--- src/rtl/core/wlse_pkg.sv ---
// Package for the weighted link swap engine: payload types, function codes.
// No dependencies.
package wlse_pkg;
  localparam logic [2:0] FN_WR_BIT    = 3'd0;
  localparam logic [2:0] FN_WR_PROB   = 3'd1;
  localparam logic [2:0] FN_WR_SLINK  = 3'd2;
  localparam logic [2:0] FN_WR_DLINK  = 3'd3;
  localparam logic [2:0] FN_SWAP_S    = 3'd4;
  localparam logic [2:0] FN_SWAP_D    = 3'd5;
  localparam logic [2:0] FN_RD_BIT    = 3'd6;
  localparam logic [2:0] FN_CLR_CNT   = 3'd7;

  localparam logic [1:0] RULE_NEW = 2'd0;
  localparam logic [1:0] RULE_OLD = 2'd1;

  typedef struct packed {
    logic [2:0]  func;
    logic [5:0]  node_a;
    logic [5:0]  node_b;
    logic [16:0] value;
    logic [7:0]  link_first;
    logic [7:0]  link_second;
    logic        end_first;
    logic        end_second;
    logic [15:0] draw;
  } req_t;

  typedef struct packed {
    logic        accepted;
    logic [15:0] swap_total;
    logic        read_bit;
  } rsp_t;

  // controller to datapath
  typedef struct packed {
    logic ld_req;    // capture request
    logic rd_links;  // issue link reads
    logic cap_links; // capture link words
    logic rd_pq;     // issue prob/adjacency reads, index k
    logic cap_pq;    // capture prob/adjacency data, index k
    logic [1:0] k;
    logic mul0;      // first product
    logic mul1;      // second product
    logic decide;    // compute verdict
    logic wr_adj;    // adjacency write, index w
    logic [2:0] w;
    logic wr_link;   // link write-back
    logic finish;    // emit result
    logic simple;    // simple write/read op
  } cmd_t;

  typedef struct packed {
    logic [2:0] func;
    logic       ok;    // swap passes all checks and changes the matrix
    logic       nwr;   // number of adjacency writes is 8 (double) vs 4
  } sts_t;
endpackage

--- src/rtl/core/wlse_ctrl.sv ---
// Controller FSM sequencing memory reads, products, verdict and write-back.
// Depends on wlse_pkg.
module wlse_ctrl (
  input  logic           clk_i,
  input  logic           rst_ni,
  input  logic           start_i,
  input  wlse_pkg::sts_t sts_i,
  output logic           busy_o,
  output logic           done_o,
  output wlse_pkg::cmd_t cmd_o
);
  localparam logic [3:0] S_IDLE  = 4'd0;
  localparam logic [3:0] S_DISP  = 4'd1;
  localparam logic [3:0] S_RDB   = 4'd2;
  localparam logic [3:0] S_L0    = 4'd3;
  localparam logic [3:0] S_L1    = 4'd4;
  localparam logic [3:0] S_L2    = 4'd5;
  localparam logic [3:0] S_PQ    = 4'd6;
  localparam logic [3:0] S_PQC   = 4'd7;
  localparam logic [3:0] S_M0    = 4'd8;
  localparam logic [3:0] S_M1    = 4'd9;
  localparam logic [3:0] S_DEC   = 4'd10;
  localparam logic [3:0] S_WADJ  = 4'd11;
  localparam logic [3:0] S_WL    = 4'd12;
  localparam logic [3:0] S_DONE  = 4'd13;

  logic [3:0] st_q, st_d;
  logic [2:0] c_q, c_d;

  always_ff @(posedge clk_i or negedge rst_ni) begin
    if (!rst_ni) begin
      st_q <= S_IDLE;
      c_q  <= '0;
    end else begin
      st_q <= st_d;
      c_q  <= c_d;
    end
  end

  always_comb begin
    st_d   = st_q;
    c_d    = c_q;
    cmd_o  = '0;
    cmd_o.k = c_q[1:0];
    cmd_o.w = c_q;
    done_o = 1'b0;
    busy_o = (st_q != S_IDLE);
    case (st_q)
      S_IDLE: begin
        cmd_o.ld_req = start_i;
        if (start_i) st_d = S_DISP;
      end
      S_DISP: begin
        c_d = '0;
        if (sts_i.func == wlse_pkg::FN_SWAP_S || sts_i.func == wlse_pkg::FN_SWAP_D) begin
          st_d = S_L0;
        end else begin
          cmd_o.simple = 1'b1;  // writes land here; reads issue
          st_d = (sts_i.func == wlse_pkg::FN_RD_BIT) ? S_RDB : S_DONE;
        end
      end
      S_RDB: begin
        cmd_o.cap_pq = 1'b1;
        cmd_o.k = 2'd0;
        st_d = S_DONE;
      end
      S_L0: begin cmd_o.rd_links = 1'b1; st_d = S_L1; end
      S_L1: begin cmd_o.cap_links = 1'b1; st_d = S_L2; end
      S_L2: begin cmd_o.cap_links = 1'b1; st_d = S_PQ; end
      S_PQ: begin cmd_o.rd_pq = 1'b1; st_d = S_PQC; end
      S_PQC: begin
        cmd_o.cap_pq = 1'b1;
        c_d = c_q + 3'd1;
        st_d = (c_q[1:0] == 2'd3) ? S_M0 : S_PQ;
      end
      S_M0: begin cmd_o.mul0 = 1'b1; st_d = S_M1; end
      S_M1: begin cmd_o.mul1 = 1'b1; st_d = S_DEC; end
      S_DEC: begin cmd_o.decide = 1'b1; c_d = '0; st_d = S_WADJ; end
      S_WADJ: begin
        if (!sts_i.ok) st_d = S_DONE;
        else begin
          cmd_o.wr_adj = 1'b1;
          c_d = c_q + 3'd1;
          if ((sts_i.nwr && c_q == 3'd7) || (!sts_i.nwr && c_q == 3'd3)) begin
            c_d = '0;
            st_d = S_WL;
          end
        end
      end
      S_WL: begin
        cmd_o.wr_link = 1'b1;
        c_d = c_q + 3'd1;
        if (c_q[0]) st_d = S_DONE;
      end
      S_DONE: begin
        cmd_o.finish = 1'b1;
        done_o = 1'b1;
        st_d = S_IDLE;
      end
      default: st_d = S_IDLE;
    endcase
  end
endmodule

--- config.mk ---
export PLATFORM = sky130hd
export DESIGN_NAME = wlse_ctrl
export DESIGN_NICKNAME = d
export VERILOG_FILES = /design/src/rtl/core/wlse_pkg.sv /design/src/rtl/core/wlse_ctrl.sv
export SDC_FILE = /design/constraint.sdc
export NUM_CORES = 1
export LEC_CHECK = 0
export ABC_AREA = 1
export BUFFER_PORTS_ARGS = -buffer_cell sky130_fd_sc_hd__buf_2
export CAP_MARGIN = 15
export CORE_MARGIN = 5
export CORE_UTILIZATION = 50
export CTS_CLUSTER_SIZE = 24
export DETAILED_ROUTE_END_ITERATION = 7
export GPL_ROUTABILITY_DRIVEN = 0
export PLACE_DENSITY = 0.82
export SLEW_MARGIN = 0
export SYNTH_ARGS = -nofsm -noshare
export SYNTH_HDL_FRONTEND = slang
export SYNTH_SLANG_ARGS = --single-unit
--- constraint.sdc ---
create_clock -name clk_i -period 2.19 [get_ports clk_i]
set_input_delay 0.1095 -clock clk_i [delete_from_list [all_inputs] [get_ports clk_i]]
set_output_delay 0.1095 -clock clk_i [all_outputs]
set_load 0.03 [all_outputs]
==> results of run 1 <==
-- registers in the layout, indices dropped and copies added, names as in the netlist --
signal,flops
c_q,3
st_q,4
-- cells in the mapped netlist (all sizes together) --
cell     number
buf           1
nand2        36
nor2         27
dfrtp         7
a21oi         2
o2111ai       1
nand3         9
ha            3
o211ai        1
and2          1
o21ai         5
inv          23
-- cell families after synthesis --
group | after synthesis
DFF | 7
adders and majority gates | 3
and+or+nand+nor | 73
buffers and inverters | 24
AOI/OAI and AO/OA | 9
-- layout make-up --
| class | count | area share |
|---|---|---|
| sequential | 7 | 0.206 |
| clock buffer | 4 | 0.0310 |
| multi-input combinational | 85 | 0.473 |
| inverter | 23 | 0.102 |
| tap | 15 | 0.0221 |
| timing repair buffer | 27 | 0.165 |
-- layer usage --
layer | vias up | part of all wire
li1 | 410 | -
met1 | 364 | 0.41
met2 | 39 | 0.45
met3 | 8 | 0.10
met4 | 0 | 0.032
met5 | - | 0
-- report_power, final --
part | internal [mW] | switching, mW
Combinational | 0.247 | 0.589
Sequential | 0.182 | 0.0659
Clock | 0.0699 | 0.0544
Total | 0.500 | 0.709
-- final timing paths --
check	from	cells past startpoint	end	slack, ns
max	c_q[1]$_DFFE_PN0P_	8	st_q[0]$_DFFE_PN0P_	0.60
min	sts_i[1]	4	c_q[1]$_DFFE_PN0P_	0.21
max reg2reg	c_q[1]$_DFFE_PN0P_	8	st_q[0]$_DFFE_PN0P_	0.60
min reg2reg	c_q[0]$_DFFE_PN0P_	2	c_q[0]$_DFFE_PN0P_	0.57
max in group asynchronous	rst_ni	2	st_q[1]$_DFFE_PN0P_	1.80
min in group asynchronous	rst_ni	2	c_q[1]$_DFFE_PN0P_	0.22
-- critical path: cells and delay by family (launching register included) --
family / cells / cell delay [ns]
AO/OA/AOI/OAI: 1 / 0.21
adder cells (fa/ha/maj): 2 / 0.43
AND/OR/NAND/NOR: 5 / 0.42
flip-flops: 1 / 0.41
-- through the flow --
stage               std cells  worst slack (ns)
floorplan                 116             0.605
global placement          156             0.702
detailed placement        156             0.619
CTS                       161             0.607
global route              161             0.437
finish                    161             0.596
==> run summary, run 1 <==
The run finished with clean final reports. The logs give 0 for the number of max-slew violations in the final report and 1.74 ns for the data arrival time of the critical path. Hold timing on the final database bottoms out at a slack of 0.214 ns. For the post-CTS resize count, the log shows 0.

For this run, design rule violations remaining after detail routing come to 0. Wires add up to 1860 um. TritonCTS built the clock tree. The tools report the count of hold-fix buffers inserted at cts as 1. The critical path is of the flop to flop type.

Routing usage on met3: 0.0664. After synthesis, the largest family of logic cells by area is simple AND/OR/NAND/NOR gates. Across the run, the number of max-cap violations was 0.

The port buffer count was 26. Using the TritonRoute via totals, the vias-per-cell ratio works out to 5.10. From bottom edge to top edge, the die measures 46.6 um. Post-CTS setup repair buffer count: 0. Clock skew on the completed layout was measured at 0.00985 ns.

The logs give 0.660 for the final core utilization and 0 for the hold violation total from the final report. The run gives 2170 um^2 as the die footprint. The first global-routing pass estimated 3090 um of wire. The area of the core was 1280 um^2; the total number of placement rows was 13. The final layout contains 158 nets. Worst vdd rail ir drop: 0.853 mV.

Critical-path cell with the highest stage delay: sky130_fd_sc_hd__dfrtp_1. The register bit count reported by yosys came out at 7. Summed over all instances, the cell type with the most area after synthesis is sky130_fd_sc_hd__dfrtp_1. Setup repair after global routing left no endpoint under its margin. Kind of end point of the critical path: a flop. The run gives 3 as the number of buffers inserted during clock tree synthesis. The critical path goes through ha_1, ha_1, o21ai_0, nand2_1, nor2_1, nor2_1, nand2_1, nand2_1.

Static timing analysis puts the maximum clock frequency at 0.627 GHz. Summing over every cut layer, the via total after detailed routing is 821. The via count of the first global-routing pass is 730, and the relative area change from synthesis to final layout is 26.5%. The run gives 0.785 as the normalized max-slew margin.

The layer flagged by global routing as most heavily used is met2. Along the worst path, the maximum fanout reaches 4. The average size of a mapped cell is 5.78 um^2. The number of antenna violations at the first check in global routing was 0. The analysis attributes to cell leakage a power of 0.557 nW. The post-synthesis share of cell area spent on full adders, half adders and majority gates is 0.0560.

The fraction of met1 tracks used by global routing is 0.249, and the number of nets with antenna violations after routing is 0. The starting density of the core was 0.522. Commonest non-fill, non-tap cell in the layout: sky130_fd_sc_hd__nand2_1. Fraction of final layout cells with drive strength greater than 1: 0.260.

For the pin with the worst max-slew slack, the measured transition is 0.321 ns. When the netlist entered floorplanning its net count stood at 127. The pin count of the biggest net entering global routing is 8, and the share of the synthesized area in compound gates (AO/OA/AOI/OAI) is 0.0765. The tools report the global route total overflow as 0.

The synthesized netlist contains 16 unique library cells. Counting the fill cells in the layout gives 126. Counting every sink on the clock net gives 7. For the worst setup path, the data required time is 2.34 ns. The kind of launch point of the worst setup path was a flop. Power per unit of standard cell area: 1420 nW/um^2.

After routing the design area is 848 um^2. The first-pass iteration count of the detailed router was 4; the total of endpoints with negative setup slack in the final report was 0. For the maximum root-to-sink buffer count, the log shows 2. For the worst-skew pair, the clock arrives at the later sink with an insertion delay of 0.27 ns. Synthesis produced 116 cells.

The number of warnings issued by yosys was 0; the xor and xnor area share after synthesis was 0. Dividing the detail-routed wire length by the instance count gives 11.5 um. After routing, the total negative slack on setup checks comes to 0 ns.

In this run, the number of DRC markers left after iteration 0 of detailed routing was 28. The tools report the root buffer selected by CTS as sky130_fd_sc_hd__clkbuf_4. The number of antenna repair diodes came out at 0. Yosys attributes the largest share of cell area to sky130_fd_sc_hd__dfrtp_1 (26%), sky130_fd_sc_hd__nand2_1 (18%), sky130_fd_sc_hd__nor2_1 (13%).

The multiplexer share of the synthesized area is 0. The share of the synthesized area in the top cell type is 0.261, and the overall power of the completed layout is 1.21 mW. The simple-gate share of the synthesized area works out to 0.466.

The met2 layer usage reported by global route came out at 0.324. Across the whole layout, storage elements account for 175 um^2. Detailed placement finished with a half-perimeter wire length of 1530 um. The delay of the slowest cell on the worst path is 0.41 ns, and the cell area after synthesis is 671 um^2. Clock-pin slew was measured on the worst setup and hold paths at 0.06 ns. The library cells used most frequently in the layout, excluding fill and tap cells, are sky130_fd_sc_hd__nand2_1 (32), sky130_fd_sc_hd__buf_2 (26), sky130_fd_sc_hd__nor2_1 (24), sky130_fd_sc_hd__inv_1 (22), sky130_fd_sc_hd__nand3_1 (9).

Type of the worst min-delay path: input pin to flop. Final clock period utilization by the worst path: 0.728. Pin placement for this block handled 27 I/O pins. The sequential cell area fraction in the yosys report is 0.261. The worst path needs 1.59 ns of the cycle, external delays included. In the final layout, the multi-input gates occupy 402 um^2. The x dimension of the die is 46.6 um, and the CTS H-tree depth is 1.

Once placement finished, the instance area stood at 812 um^2. The cell repeated most along the worst path is sky130_fd_sc_hd__nand2_1. The tools report the total routing resource utilization after global routing as 0.206.
(Power assumes the default switching activity.)
==> run 2: changes to the inputs <==
--- a/config.mk
+++ b/config.mk
@@ -9,11 +9,11 @@
 export BUFFER_PORTS_ARGS = -buffer_cell sky130_fd_sc_hd__buf_2
 export CAP_MARGIN = 15
 export CORE_MARGIN = 5
-export CORE_UTILIZATION = 50
+export CORE_UTILIZATION = 46
 export CTS_CLUSTER_SIZE = 24
 export DETAILED_ROUTE_END_ITERATION = 7
 export GPL_ROUTABILITY_DRIVEN = 0
-export PLACE_DENSITY = 0.82
+export PLACE_DENSITY = 0.77
 export SLEW_MARGIN = 0
 export SYNTH_ARGS = -nofsm -noshare
 export SYNTH_HDL_FRONTEND = slang
==> constraint.sdc (replaced) <==
create_clock -name clk_i -period 1.6 [get_ports clk_i]
set_input_delay 0.08 -clock clk_i [delete_from_list [all_inputs] [get_ports clk_i]]
set_output_delay 0.08 -clock clk_i [all_outputs]
set_load 0.03 [all_outputs]
==> run 2 against run 1 <==
Total power increased by 39%. Die area is 6.8% higher. Critical path depth is 2 lower. Flip-flop and latch count did not move. First-iteration DRC count rose by 64%. Worst hold slack worse by 0.015 ns. Cell count rose by 0.62%. Via count down 2.2%. Sequential power rose by 39%. Core utilization decreased by 1.3 points. Sequential share of layout area fell by 0.36 points.
==> run summary, run 2 (synthesized netlist as in run 1, its figures left out) <==
The maximum root-to-sink buffer count is 2 (unchanged), and the number of cell instances on the worst register-to-register path is 10 (was 8). The y dimension of the die was 48.2 um (was 46.6 um). The final clock period utilization by the worst path came out at 0.919. For the residual DRC count, the log shows 0 (unchanged). The tools report the CTS H-tree depth as 1 (unchanged). Count of routing violations after the opening detailed-route iteration: 46 (was 28). The final core utilization is 0.647 (was 0.660).

Subtracting the final worst setup slack from the clock period gives 1.47 ns. The run gives 0.702 mW (was 0.500 mW) as the cell internal power dissipation. The kind of launch point of the worst setup path was a flop (unchanged). The wire length of the first global-routing pass was 2950 um (was 3090 um). The logs give 13 (unchanged) for the total number of placement rows and 1.03 mV (was 0.853 mV) for the worst vdd rail ir drop. The number of stages on the worst hold path is 4 (unchanged), and the leakage component of the power is 0.560 nW (was 0.557 nW).

The starting density of the core was 0.503 (was 0.522); the worst slack at placement was 0.0508 ns (was 0.619 ns). End point of the most critical hold path: c_q[2]$_DFFE_PN0P_ (was c_q[1]$_DFFE_PN0P_). The power per unit of standard cell area is 1950 nW/um^2 (was 1420 nW/um^2). The worst flop-to-flop path endpoint is st_q[2]$_DFFE_PN0P_ (was st_q[0]$_DFFE_PN0P_).

The smallest hold slack is 0.199 ns (was 0.214 ns). The tools report the number of antenna repair diodes as 0 (unchanged). The tools report the data required time of the worst path as 1.52 ns (was 2.34 ns). The run finished with clean final reports. The post-detailed-route wirelength per cell works out to 11.7 um (was 11.5 um).

The cell area reported after detailed placement is 812 um^2 (unchanged). The number of nets with antenna violations after routing was 0 (unchanged). The area of combinational cells with multiple inputs was 409 um^2 (was 402 um^2).

The logs give 0 (unchanged) for the number of antenna violations at the first check in global routing and 0 (unchanged) for the number of max-slew violations in the final report. The total of endpoints with negative setup slack in the final report came out at 0 (unchanged). The tools report the kind of end point of the critical path as a primary output (was a flop). The register clock-pin slew on the reported worst setup and hold paths was 0.06 ns (about the same). For the flop-to-flop setup slack, the log shows 0.14 ns (was 0.60 ns). The register with the most flip-flops is st_q (unchanged). TritonCTS built the clock tree. The launch point of the worst hold path was sts_i[1] (unchanged).

The logs give 719 (was 730) for the via count of the first global-routing pass and 7 (unchanged) for the number of sinks handled by clock tree synthesis. For the fraction of power consumed by sequential logic, the log shows 0.205 (about the same). The combined flip-flop and latch cell area was 175 um^2 (unchanged); the fmax was 0.680 GHz. The actual transition at the worst max-transition pin came out at 0.236 ns (was 0.321 ns). The tools report the estimated wirelength of the detail-placed design as 1530 um (about the same). The total routing resource utilization after global routing was 0.184 (was 0.206); the clock group share of total power was 0.103 (about the same). The post-placement cell count came out at 156 (unchanged). The root buffer selected by CTS was sky130_fd_sc_hd__clkbuf_4 (unchanged). The x dimension of the die came out at 48.2 um (was 46.6 um). Highest net fanout along the worst path: 5 (was 4).

First-pass iteration count of the detailed router: 4 (unchanged). The number of violations of the max-capacitance limit is 0 (unchanged). The relative area change from synthesis to final layout was 28.7% (was 26.5%). Type of the worst min-delay path: input pin to flop (unchanged). The final standard cell area without fillers was 863 um^2 (was 848 um^2). The normalized max-slew margin was 0.841 (was 0.785); the port buffer count was 26 (unchanged). The tools report the data arrival time of the critical path as 1.39 ns (was 1.74 ns). The global route total overflow is 0 (unchanged), and the overall power of the completed layout is 1.68 mW (was 1.21 mW). The category of the most critical setup path was flop to primary output (was flop to flop). First element of the critical path: st_q[2]$_DFFE_PN0P_ (was c_q[1]$_DFFE_PN0P_). The run gives 3 (unchanged) as the number of buffers inserted during clock tree synthesis. The number of fillers in the final layout was 129 (was 126); the part of the total power dissipated in combinational logic was 0.692 (about the same). The pin count of the biggest net entering global routing is 8 (unchanged). The number of nets in the finished design was 159 (was 158). The filler-free cell count of the finished design is 162 (was 161). The commonest non-fill, non-tap cell in the layout was sky130_fd_sc_hd__nand2_1 (unchanged). The routed wire length is 1900 um (was 1860 um), and the total negative slack for setup checks is 0 ns (unchanged). Commonest cells after routing, fill and taps aside: sky130_fd_sc_hd__nand2_1 (32), sky130_fd_sc_hd__buf_2 (26), sky130_fd_sc_hd__inv_1 (22), sky130_fd_sc_hd__nor2_1 (22), sky130_fd_sc_hd__nand3_1 (9) (was sky130_fd_sc_hd__nand2_1 (32), sky130_fd_sc_hd__buf_2 (26), sky130_fd_sc_hd__nor2_1 (24), sky130_fd_sc_hd__inv_1 (22), sky130_fd_sc_hd__nand3_1 (9)). The tools report the worst reg2reg path startpoint as c_q[0]$_DFFE_PN0P_ (was c_q[1]$_DFFE_PN0P_). The fraction of final layout cells with drive strength greater than 1 works out to 0.286 (was 0.260). The switching fraction of total power was 0.583 (was 0.587); the net switching power was 0.979 mW (was 0.709 mW). The detail-routed via count per cell was 4.96 (was 5.10). The insertion delay to the later sink of the worst-skew pair was 0.26 ns (was 0.27 ns). The setup skew after layout is 0.0119 ns (was 0.00985 ns).

Setup repair after global routing left no endpoint under its margin. The hold violation total from the final report is 0 (unchanged), and the post-layout worst setup margin is 0.130 ns (was 0.596 ns). Largest registers: st_q x4, c_q x3 (unchanged). The tools report the area of the core as 1330 um^2 (was 1280 um^2). The logs give 27 (unchanged) for the number of top-level design ports and 803 (was 821) for the via total after detailed routing. The die footprint is 2320 um^2 (was 2170 um^2), and the number of flip-flops under the largest register name is 4 (unchanged).
-- run 2: how the worst max path moves through the flow --
stage,end,slack [ns],cells after the start
floorplan,st_q[2]$_DFFE_PN0P_,0.01,8
global placement,st_q[0]$_DFFE_PN0P_,0.1,8
detailed placement,st_q[0]$_DFFE_PN0P_,0.05,8
CTS,st_q[0]$_DFFE_PN0P_,0.03,8
global route,st_q[2]$_DFFE_PN0P_,0.009,10
finish,cmd_o[6],0.13,6
-- run 2: metal layers --
| layer | part of all wire | global-route usage | wire length [um] | up-vias |
|---|---|---|---|---|
| li1 | - | - | - | 411 |
| met1 | 0.44 | 0.232 | 831 | 351 |
| met2 | 0.46 | 0.292 | 867 | 35 |
| met3 | 0.078 | 0.0443 | 147 | 6 |
| met4 | 0.025 | 0.0914 | 48 | 0 |
| met5 | 0 | 0 | 0 | - |
-- run 2: area by class of cell --
class,instances,share of cell area
repair buffers,28,0.171
well taps,15,0.0217
clock buffers,4,0.0304
multi-input cells,85,0.474
flip-flops and latches,7,0.203
inverters,23,0.100
-- run 2: timing repair --
action / 4_1_cts / 5_1_grt
hold endpoints to repair: 7 / 0
hold buffers: 1 / 0
resized for setup: 0 / 4
buffers inserted: 0 / 1
endpoints found under the setup margin: 0 / 10
-- run 2: critical path: stages (launching register included) --
cell	delay [ns]
sky130_fd_sc_hd__dfrtp_1	0.44
sky130_fd_sc_hd__inv_1	0.11
sky130_fd_sc_hd__nand2_2	0.09
sky130_fd_sc_hd__nor2_4	0.14
sky130_fd_sc_hd__nand2_2	0.11
sky130_fd_sc_hd__inv_1	0.06
sky130_fd_sc_hd__buf_2	0.18
-- run 2: power by group through the flow --
stage | Combinational (mW) | Clock (mW) | Sequential, mW
after global placement | 1.12 | 0 | 0.336
after floorplan | 0.836 | 0 | 0.358
after CTS | 1.13 | 0.179 | 0.342
final | 1.16 | 0.173 | 0.345
after detailed placement | 1.13 | 0 | 0.345
after global routing | 1.29 | 0.191 | 0.356
